File: src/sv/qsfd_pkg.sv
package qsfd_pkg;

	// output coordinate field width
	localparam int COORD_OUT_W = 12;
	localparam int SIZE_W      = 3;
	localparam int DIM_W       = 13;

	// register map, byte address is 4 * index
	typedef enum logic [1:0] {
		REG_COLUMNS  = 2'd0,
		REG_ROWS     = 2'd1,
		REG_TOP_LOG2 = 2'd2,
		REG_PARENT   = 2'd3
	} reg_idx_t;

	// reset values of the configuration registers
	localparam logic [DIM_W-1:0]  RST_COLUMNS  = 13'd512;
	localparam logic [DIM_W-1:0]  RST_ROWS     = 13'd512;
	localparam logic [SIZE_W-1:0] RST_TOP_LOG2 = 3'd4;

	// one result item
	typedef struct packed {
		logic                   block_valid;
		logic [COORD_OUT_W-1:0] block_x;
		logic [COORD_OUT_W-1:0] block_y;
		logic [SIZE_W-1:0]      block_size_log2;
		logic                   is_parent;
		logic                   image_done;
	} result_t;

endpackage

File: src/sv/quadtree_split_flag_decoder.sv
// Quadtree split flag decoder.
// Input channel (in_valid / in_stall / split_flag): one decoded split flag per
// request, for the block at the current walk position. The walk covers the
// image in raster order of top blocks, children visited TL, TR, BL, BR.
// Output channel (out_valid / out_stall / fields): exactly one result per
// input request; block_valid tells whether a block descriptor is carried,
// image_done marks the request that finishes the image.
// An accepted request's result is registered in the output register, or in
// the skid stage while that is held. Throughput: one request per cycle while
// in_stall is low, set by the position / stack update in the walk registers.
// Stall: a one-entry skid stage behind the output register takes one more
// result while out_stall is high; in_stall rises only once the skid is full.
// Reset: registers return to 512 x 512, top size 16, leaves only; the walk
// sits at the origin and both result stages are empty. Any register write
// through the APB port also restarts the walk at the origin.
module quadtree_split_flag_decoder
	import qsfd_pkg::*;
#(
	parameter int MAX_LEVELS  = 8,
	parameter int COORD_WIDTH = 12
) (
	input  logic                   clk,
	input  logic                   arst_n,
	// configuration
	input  logic                   psel,
	input  logic                   penable,
	input  logic                   pwrite,
	input  logic [3:0]             paddr,
	input  logic [31:0]            pwdata,
	output logic [31:0]            prdata,
	output logic                   pready,
	// split flag requests
	input  logic                   in_valid,
	output logic                   in_stall,
	input  logic                   split_flag,
	// block requests
	output logic                   out_valid,
	input  logic                   out_stall,
	output logic                   block_valid,
	output logic [COORD_OUT_W-1:0] block_x,
	output logic [COORD_OUT_W-1:0] block_y,
	output logic [SIZE_W-1:0]      block_size_log2,
	output logic                   is_parent,
	output logic                   image_done
);

	localparam int DW   = $clog2(MAX_LEVELS + 1);
	localparam int KW   = (MAX_LEVELS > 1) ? $clog2(MAX_LEVELS) : 1;
	// room for a top origin plus an in-block offset of up to 127
	localparam int XW   = ((COORD_WIDTH > 7) ? COORD_WIDTH : 7) + 1;
	localparam int CMPW = (XW > DIM_W) ? XW : DIM_W;

	// configuration registers
	logic [DIM_W-1:0]  columns_q;
	logic [DIM_W-1:0]  rows_q;
	logic [SIZE_W-1:0] top_log2_q;
	logic              parent_q;

	// walk state
	logic [COORD_WIDTH-1:0] top_x_q, top_y_q;
	logic [DW-1:0]          depth_q;
	logic [1:0]             stack_q [MAX_LEVELS];

	logic [COORD_WIDTH-1:0] top_x_d, top_y_d;
	logic [DW-1:0]          depth_d;
	logic [1:0]             stack_d [MAX_LEVELS];

	// result stages
	result_t out_q, skid_q, res;
	logic    out_valid_q, skid_valid_q;

	logic cfg_wr, accept, take;

	assign pready   = 1'b1;
	assign cfg_wr   = psel && penable && pwrite;
	assign in_stall = skid_valid_q;
	assign accept   = in_valid && !in_stall;
	assign take     = out_valid_q && !out_stall;

	// register read
	always_comb begin
		unique case (reg_idx_t'(paddr[3:2]))
			REG_COLUMNS:  prdata = {19'd0, columns_q};
			REG_ROWS:     prdata = {19'd0, rows_q};
			REG_TOP_LOG2: prdata = {29'd0, top_log2_q};
			REG_PARENT:   prdata = {31'd0, parent_q};
			default:      prdata = 32'd0;
		endcase
	end

	// current block position and next walk state
	always_comb begin
		logic [XW-1:0]          off_x, off_y, pos_x, pos_y, nx, ny;
		logic [XW+COORD_OUT_W-1:0] ext_x, ext_y;
		logic [SIZE_W-1:0]      size_log2;
		logic                   can_descend, do_advance, found, done;
		logic [KW-1:0]          fk;

		off_x = '0;
		off_y = '0;
		for (int l = 1; l <= MAX_LEVELS; l++) begin
			if (l <= int'(depth_q)) begin
				off_x = off_x | (XW'(stack_q[l-1][0]) << (top_log2_q - SIZE_W'(l)));
				off_y = off_y | (XW'(stack_q[l-1][1]) << (top_log2_q - SIZE_W'(l)));
			end
		end
		pos_x     = XW'(top_x_q) + off_x;
		pos_y     = XW'(top_y_q) + off_y;
		ext_x     = {{COORD_OUT_W{1'b0}}, pos_x};
		ext_y     = {{COORD_OUT_W{1'b0}}, pos_y};
		size_log2 = SIZE_W'(int'(top_log2_q) - int'(depth_q));

		can_descend = (int'(depth_q) < int'(top_log2_q)) && (int'(depth_q) < MAX_LEVELS);
		do_advance  = !split_flag || !can_descend;

		top_x_d = top_x_q;
		top_y_d = top_y_q;
		depth_d = depth_q;
		stack_d = stack_q;
		done    = 1'b0;

		// deepest level whose child index can still step
		found = 1'b0;
		fk    = '0;
		for (int k = 0; k < MAX_LEVELS; k++) begin
			if (k < int'(depth_q) && stack_q[k] != 2'd3) begin
				found = 1'b1;
				fk    = KW'(k);
			end
		end

		nx = XW'(top_x_q) + (XW'(1) << top_log2_q);
		ny = XW'(top_y_q) + (XW'(1) << top_log2_q);

		if (!do_advance) begin
			// descend to the first child
			stack_d[depth_q[KW-1:0]] = 2'd0;
			depth_d = depth_q + DW'(1);
		end else if (found) begin
			// next sibling at that level, deeper levels clear
			for (int k = 0; k < MAX_LEVELS; k++) begin
				if (k == int'(fk)) begin
					stack_d[k] = stack_q[k] + 2'd1;
				end else if (k > int'(fk)) begin
					stack_d[k] = 2'd0;
				end
			end
			depth_d = DW'(fk) + DW'(1);
		end else begin
			// top block finished, step in raster order
			for (int k = 0; k < MAX_LEVELS; k++) begin
				stack_d[k] = 2'd0;
			end
			depth_d = '0;
			if (CMPW'(nx) < CMPW'(columns_q) && (nx >> COORD_WIDTH) == '0) begin
				top_x_d = nx[COORD_WIDTH-1:0];
			end else begin
				top_x_d = '0;
				if (CMPW'(ny) >= CMPW'(rows_q) || (ny >> COORD_WIDTH) != '0) begin
					top_y_d = '0;
					done    = 1'b1;
				end else begin
					top_y_d = ny[COORD_WIDTH-1:0];
				end
			end
		end

		// result item
		res.block_valid     = !split_flag || parent_q;
		res.is_parent       = split_flag && parent_q;
		res.image_done      = done;
		res.block_x         = res.block_valid ? ext_x[COORD_OUT_W-1:0] : '0;
		res.block_y         = res.block_valid ? ext_y[COORD_OUT_W-1:0] : '0;
		res.block_size_log2 = res.block_valid ? size_log2 : '0;
	end

	// configuration and walk state
	always_ff @(posedge clk or negedge arst_n) begin
		if (!arst_n) begin
			columns_q  <= RST_COLUMNS;
			rows_q     <= RST_ROWS;
			top_log2_q <= RST_TOP_LOG2;
			parent_q   <= 1'b0;
			top_x_q    <= '0;
			top_y_q    <= '0;
			depth_q    <= '0;
			for (int k = 0; k < MAX_LEVELS; k++) begin
				stack_q[k] <= 2'd0;
			end
		end else if (cfg_wr) begin
			unique case (reg_idx_t'(paddr[3:2]))
				REG_COLUMNS:  columns_q  <= pwdata[DIM_W-1:0];
				REG_ROWS:     rows_q     <= pwdata[DIM_W-1:0];
				REG_TOP_LOG2: top_log2_q <= pwdata[SIZE_W-1:0];
				REG_PARENT:   parent_q   <= pwdata[0];
				default:      parent_q   <= parent_q;
			endcase
			top_x_q <= '0;
			top_y_q <= '0;
			depth_q <= '0;
			for (int k = 0; k < MAX_LEVELS; k++) begin
				stack_q[k] <= 2'd0;
			end
		end else if (accept) begin
			top_x_q <= top_x_d;
			top_y_q <= top_y_d;
			depth_q <= depth_d;
			stack_q <= stack_d;
		end
	end

	// output register with skid stage
	always_ff @(posedge clk or negedge arst_n) begin
		if (!arst_n) begin
			out_valid_q  <= 1'b0;
			skid_valid_q <= 1'b0;
			out_q        <= '0;
			skid_q       <= '0;
		end else if (!out_valid_q || take) begin
			if (skid_valid_q) begin
				out_q        <= skid_q;
				out_valid_q  <= 1'b1;
				skid_valid_q <= 1'b0;
			end else begin
				out_q       <= res;
				out_valid_q <= accept;
			end
		end else if (accept) begin
			skid_q       <= res;
			skid_valid_q <= 1'b1;
		end
	end

	assign out_valid       = out_valid_q;
	assign block_valid     = out_q.block_valid;
	assign block_x         = out_q.block_x;
	assign block_y         = out_q.block_y;
	assign block_size_log2 = out_q.block_size_log2;
	assign is_parent       = out_q.is_parent;
	assign image_done      = out_q.image_done;

endmodule

File: config.mk
export PLATFORM = sky130hd
export DESIGN_NAME = quadtree_split_flag_decoder
export DESIGN_NICKNAME = d
export VERILOG_FILES = /design/src/sv/qsfd_pkg.sv /design/src/sv/quadtree_split_flag_decoder.sv
export SDC_FILE = /design/constraint.sdc
export NUM_CORES = 1
export LEC_CHECK = 0
export BUFFER_PORTS_ARGS = -buffer_cell sky130_fd_sc_hd__buf_2
export CORE_MARGIN = 2
export CORE_UTILIZATION = 35
export CTS_CLUSTER_DIAMETER = 100
export DETAILED_ROUTE_END_ITERATION = 7
export PLACE_DENSITY_LB_ADDON = 0.15
export SYNTH_ARGS = -nofsm -noshare
export SYNTH_HDL_FRONTEND = slang
export SYNTH_SLANG_ARGS = --single-unit
File: constraint.sdc
create_clock -name clk -period 4.8 [get_ports clk]
set_clock_uncertainty 0.1 [all_clocks]
set_input_delay 0.72 -clock clk [delete_from_list [all_inputs] [get_ports clk]]
set_output_delay 0.72 -clock clk [all_outputs]
set_load 0.02 [all_outputs]
==> results.cfg, run 1 <==
[worst_setup_path]
crit_path_top_delay_cell = fa_1
cp_max_fo = 10
startpoint_type = flip-flop
cp_data_required_time_ps = 5030
max_stage_delay_ps = 420
end_kind = flip-flop
path_delay_family = compound AO/OA/AOI/OAI gates
worst-path-buf-inv = 2
worstPathCellList = clkinv_1, ha_1, nor2b_1, ha_1, fa_1, a211oi_1, o21ai_1, o31ai_2, xnor2_1, ha_1, and3_1, a221o_1, a221oi_2, o211a_2, buf_4, nand3_1, a21oi_1
crit_top_cell = ha_1
critical_path_class = reg -> reg
worstPathArrival_ps = 4760

[power_and_ir_drop]
power_switching_mw = 2.02
p_leak_nw = 5.40
clockPowerShare = 0.284
p_sw_frac = 0.409
ir_drop_mv = 0.228
seqPwrFrac = 0.318
powerDensity_nw_per_um2 = 437
p_int_mw = 2.91
pwr-share-comb = 0.398

[yosys]
yosysMostFrequentCell = nand2_1
synth.area.top_cells = dfrtp_1, ha_1, nand2_1
netlist_instances = 1154
yosys.area.top_type = dfrtp_1
syn_area_per_cell_um2 = 8.65
synth_edf_count = 0
synth.distinct_cells = 84
ys_warn_count = 0
synthFlopType = dfrtp_1
synth_seq_area_share = 0.341
synthTopCellsByCount = nand2_1, dfrtp_1, o21ai_0
synth_area_um2 = 9990
async_reset_ff_frac = 1.00
yosys.area.top_type_share = 0.333
ys_ff_latch = 136

[drt]
drt_iter0_markers = 480
dr.pass1.iters = 5
drc_errors = 0
routed_wl_mm = 27.4
vias = 8467
antenna_left = 0
viasPerCell = 5.33
wl_per_cell_um = 17.2

[clock_tree]
cts.sinks = 136
htree_levels = 4
clk_latency_ps = 430
numCtsBuffers = 17
clockBufferDepth = 2
cts_root_buffer = clkbuf_16
cts_hold_buf = 0
clkTransAtPathRegs_ps = 70
cts_tree = yes

[sta]
fin_crit_sh = 0.943
worst_hold_slack_ps = 287
tightest_slew_ps = 1170
fin_setup_tns_ps = 0
max_freq_ghz = 0.221
hold_violations = 0
setup_ws_ps = 273
setup_violations = 0
finalMaxSlewViolations = 0
fin_crit_ps = 4530
grt_setup_unrepaired = yes
max_slew_margin = 0.223

[global_route]
antenna_found_initial = 0
grt_overflow = 0
grt_pass1_wl_mm = 44.8
grt_pass1_vias = 8238
grt_max_degree = 94
grt_use_total = 0.186

[job]
maxCapViolations = 0

[floorplanning]
start_util = 0.357
rows = 61
boundaryPins = 109
die_area_um2 = 29900
core_region_area_um2 = 27900
die_w_um = 173
die_y_um = 173

[place]
port_buffers = 67
gp_congestion = 0.915
dp_slack_ps = 216
dp_hpwl_mm = 20.6
placed_area_um2 = 10600

[cells_and_area]
area_delta_synth_final_pct = 13.0
drive_above_1_share = 0.143
layout.nets = 1335
design_area_um2 = 11300
diodes = 0

[status]
status = finished clean

[hold_path]
hp-class = in -> async
==> logic make-up after synthesis <==
family | synth area share
xor+xnor | 0.0289
compound gates | 0.205
fa+ha+maj | 0.121
mux | 0.0652
buf+inv | 0.0608
flops | 0.341
simple gates | 0.177
other cells | 0.000752
==> worst reg2reg max path, delay by kind of cell, from the launching register on <==
family,cells,cell delay [ps]
DFF,1,350
buffers and inverters,2,340
xor gates and xnor gates,1,170
and+or+nand+nor,3,440
AOI/OAI and AO/OA,7,1930
adders and majority gates,4,1100
==> power by group through the flow <==
stage	combinational [mW]	clock, mW	sequential [mW]
6_report	1.97	1.40	1.57
5_1_grt	2.22	1.48	1.61
4_1_cts	1.97	1.44	1.57
3_5_place_dp	1.95	0	1.59
3_3_place_gp	1.95	0	1.59
2_1_floorplan	1.41	0	1.56
==> layout by cell type (no fill, tap or decap), drive strengths merged, types with 8 or more instances in the layout <==
cell    instances
and3           19
xnor2          18
nand3          42
nand2         156
o21ai         110
a21oi          83
a31oi          10
dfrtp         133
nand4           9
nand2b         12
o211ai         18
mux2           22
nor3           12
o31ai          14
a21o           15
clkbuf         17
and2           12
ha             87
buf            95
a211oi         12
o22ai           8
nor2b           9
or3             9
mux2i          38
conb           20
o21a           10
inv            53
xor2           15
nor2           60
==> final cells by class <==
class                   count  area [µm²]
clock buffers              17         425
clock inverters            15         195
fillers                  2903       16700
inverters                  46         173
multi-input cells         903        6060
flip-flops and latches    136        3410
well taps                 378         473
repair buffers             95         552
==> sequential cells by signal, indices dropped and copies added, names as in the netlist <==
| name | flops |
|---|---|
| block_valid | 1 |
| rows_q | 13 |
| stack_q | 16 |
| out_valid | 1 |
| parent_q | 1 |
| skid_q | 30 |
| block_y | 12 |
| top_log2_q | 3 |
| in_stall | 1 |
| block_x | 12 |
| block_size_log2 | 3 |
| top_y_q | 12 |
| columns_q | 13 |
| is_parent | 1 |
| image_done | 1 |
| depth_q | 4 |
| top_x_q | 12 |
==> repair_timing <==
action	CTS	global route
buffers inserted	0	0
resized for setup	0	3
endpoints found under the setup margin	0	16
==> path summary, 6_finish.rpt <==
| path | slack, ps | to | depth (start not counted) | from |
|---|---|---|---|---|
| worst max register to register | 270 | top_x_q[0] | 17 | top_log2_q[1] |
| max in group asynchronous | 3410 | top_log2_q[2] | 2 | arst_n |
| worst min register to register | 370 | skid_q[13] | 2 | skid_q[13] |
| worst max-delay path | 270 | top_x_q[0] | 17 | top_log2_q[1] |
| min in group clk | 370 | skid_q[13] | 2 | skid_q[13] |
| worst min-delay path | 290 | block_y[7] | 1 | arst_n |
==> per-layer routing <==
metal | vias up | part of all wire | track usage
met3 | 27 | 0.039 | 0.0288
met1 | 4036 | 0.51 | 0.276
met4 | 0 | 0.015 | 0.0558
li1 | 4206 | - | -
met5 | - | 0 | 0
met2 | 198 | 0.43 | 0.279
==> through the flow <==
step / util / power, mW / cells
after floorplan: - / 2.97 / 1172
after global placement: 0.381 / 3.53 / 1558
after detailed placement: 0.381 / 3.54 / 1558
after CTS: 0.403 / 4.98 / 1590
after global routing: 0.404 / 5.31 / 1590
final: 0.404 / 4.93 / 1590
Note: power is estimated with default switching activity, not from simulation.
==> run 2: changes to the inputs <==
Settings changed: ABC_AREA set to 1.
==> run 2 against run 1 <==
Effect of this change:
- synthesized cell count grew 32%
- maximum frequency grew 8.5%
- sequential power grew 13%
- sequential share of layout area shrank 1.3 points
- count of clock-buffer cells in the layout grew 3
- largest power group unchanged
==> results.cfg, run 2 <==
[drt]
routed_wl_mm = 32.4
drc_errors = 0
drt_iter0_markers = 1005
dr.pass1.iters = 5
viasPerCell = 5.12
vias = 10100
wl_per_cell_um = 16.4
antenna_left = 0

[yosys]
synth_edf_count = 0
ys_warn_count = 0
synthFlopType = dfrtp_1
synthTopCellsByCount = nand2_1, inv_1, nor2_1
synth.area.top_cells = dfrtp_1, nand2_1, ha_1
synth.distinct_cells = 48
netlist_instances = 1528
async_reset_ff_frac = 1.00
synth_seq_area_share = 0.323
yosys.area.top_type_share = 0.316
synth_area_um2 = 10500
yosys.area.top_type = dfrtp_1
yosysMostFrequentCell = nand2_1
ys_ff_latch = 136
syn_area_per_cell_um2 = 6.90

[global_route]
grt_use_total = 0.211
grt_max_degree = 105
grt_overflow = 0
grt_pass1_wl_mm = 51.5
grt_pass1_vias = 9316
antenna_found_initial = 0

[sta]
hold_violations = 0
max_slew_margin = 0.317
tightest_slew_ps = 1030
finalMaxSlewViolations = 0
grt_setup_unrepaired = no
fin_setup_tns_ps = 0
max_freq_ghz = 0.240
fin_crit_ps = 4170
fin_crit_sh = 0.869
setup_violations = 0

[power_and_ir_drop]
clockPowerShare = 0.214
powerDensity_nw_per_um2 = 534
ir_drop_mv = 0.241
p_int_mw = 3.24
power_switching_mw = 3.07
seqPwrFrac = 0.281
pwr-share-comb = 0.506
p_leak_nw = 6.21
p_sw_frac = 0.487

[hold_path]
hp-class = in -> async

[cells_and_area]
finish.utilization = 0.398
diodes = 0
layout.nets = 1714
final_cell_mix = nand2_1, inv_1, nor2_1
drive_above_1_share = 0.0930
area_delta_synth_final_pct = 11.9
largest_reg_flops = 30
nFillCells = 3210
top_register = skid_q
top_regs = skid_q x30, stack_q x16
final_common_cell = nand2_1

[clock_tree]
cts_setup_buffers = 0
htree_levels = 4
cts_tree = yes
cts_hold_buf = 0
clockBufferDepth = 2
numCtsBuffers = 17
cts_root_buffer = clkbuf_16
cts_resized = 0
clk_latency_ps = 430
cts.sinks = 136
clkTransAtPathRegs_ps = 70

[worst_setup_path]
cp_max_fo = 12
startpoint_type = flip-flop
end_kind = flip-flop
worstPathArrival_ps = 4440
cp_data_required_time_ps = 5070
rrSetupSlack_ps = 630
critical_path_class = reg -> reg

[floorplanning]
start_util = 0.356
die_w_um = 178
boundaryPins = 109
rows = 63
die_y_um = 178
core_region_area_um2 = 29600
die_area_um2 = 31500

[status]
status = finished clean

[job]
maxCapViolations = 0

[place]
dp_hpwl_mm = 24.7
port_buffers = 67
gp_congestion = 0.960
[run 2: cell count changes after synthesis, moves of 17 or more]
cell     previous run  this run
and3_1             19         0
nor2_1             59       141
inv_1              43       161
mux2i_1            38         0
nand3_1            41       132
nand2_1           156       430
nor3_1             10        30
mux2_2             22         1
o22ai_1             8        25
[run 2: final timing paths]
check | depth (start not counted) | endpoint | from
setup / recovery | 21 | top_y_q[3] | top_log2_q[0]
hold / removal | 1 | block_x[3] | arst_n
setup reg to reg | 21 | top_y_q[3] | top_log2_q[0]
hold reg to reg | 2 | block_y[7] | block_y[7]
max in group asynchronous | 2 | rows_q[9] | arst_n
min in group clk | 2 | block_y[7] | block_y[7]
[run 2: area by class of cell]
type                    count  area (µm²)  share of cell area
multi-input cells        1167        6190               0.525
clock inverters            12         141              0.0120
flip-flops and latches    136        3410               0.289
clock buffers              20         447              0.0379
well taps                 390         488              0.0414
repair buffers             87         492              0.0417
inverters                 169         634              0.0538
[run 2: worst max-delay path: stages (launching register included)]
cell and delay, ps:
dfrtp_1 470, inv_1 150, ha_1 240, inv_1 50, nor2_1 60, ha_1 210
fa_1 400, nand3_1 100, nand3_1 140, nand2_1 110, nand2_1 90, nand3_1 90
xor2_1 280, inv_1 80, ha_1 300, a21oi_1 150, o21ai_0 90, nor2_1 100
nand3_1 170, o21ai_2 510, nand2_1 110, nand2_1 80
[run 2: metrics by stage]
| step | cell area (µm²) | setup WS (ps) | power (mW) | std cells | hold slack, ps |
|---|---|---|---|---|---|
| after CTS | 11800 | 606 | 6.32 | 1981 | 375 |
| after floorplan | 10600 | 664 | 3.92 | 1546 | 324 |
| after detailed placement | 11200 | 655 | 4.95 | 1949 | 359 |
| after global routing | 11800 | 270 | 6.82 | 1981 | 401 |
| final | 11800 | 627 | 6.30 | 1981 | 343 |
| after global placement | 11200 | 699 | 4.94 | 1949 | 354 |
[run 2: kinds of logic after synthesis]
logic type,after synthesis,share of synthesized area
AO/OA/AOI/OAI,251,0.135
XOR/XNOR,18,0.0150
adder cells (fa/ha/maj),92,0.113
buffers and inverters,243,0.0963
flip-flops,136,0.323
multiplexers,1,0.00107
other,2,0.000712
AND/OR/NAND/NOR,785,0.316
[run 2: layer usage]
| metal | up-vias | routed length (µm) | track usage | part of all wire |
|---|---|---|---|---|
| met5 | - | 0 | 0 | 0 |
| met4 | 0 | 987 | 0.0806 | 0.030 |
| met3 | 46 | 1590 | 0.0278 | 0.049 |
| met2 | 311 | 13500 | 0.312 | 0.42 |
| met1 | 4674 | 16300 | 0.311 | 0.50 |
| li1 | 5113 | - | - | - |
[run 2: power groups by stage]
stage               Combinational [mW]  Sequential [mW]  Clock (mW)
finish                            3.19             1.77        1.35
global placement                  3.16             1.78           0
detailed placement                3.16             1.78           0
global route                      3.58             1.81        1.43
CTS                               3.18             1.76        1.38
floorplan                         2.17             1.75           0
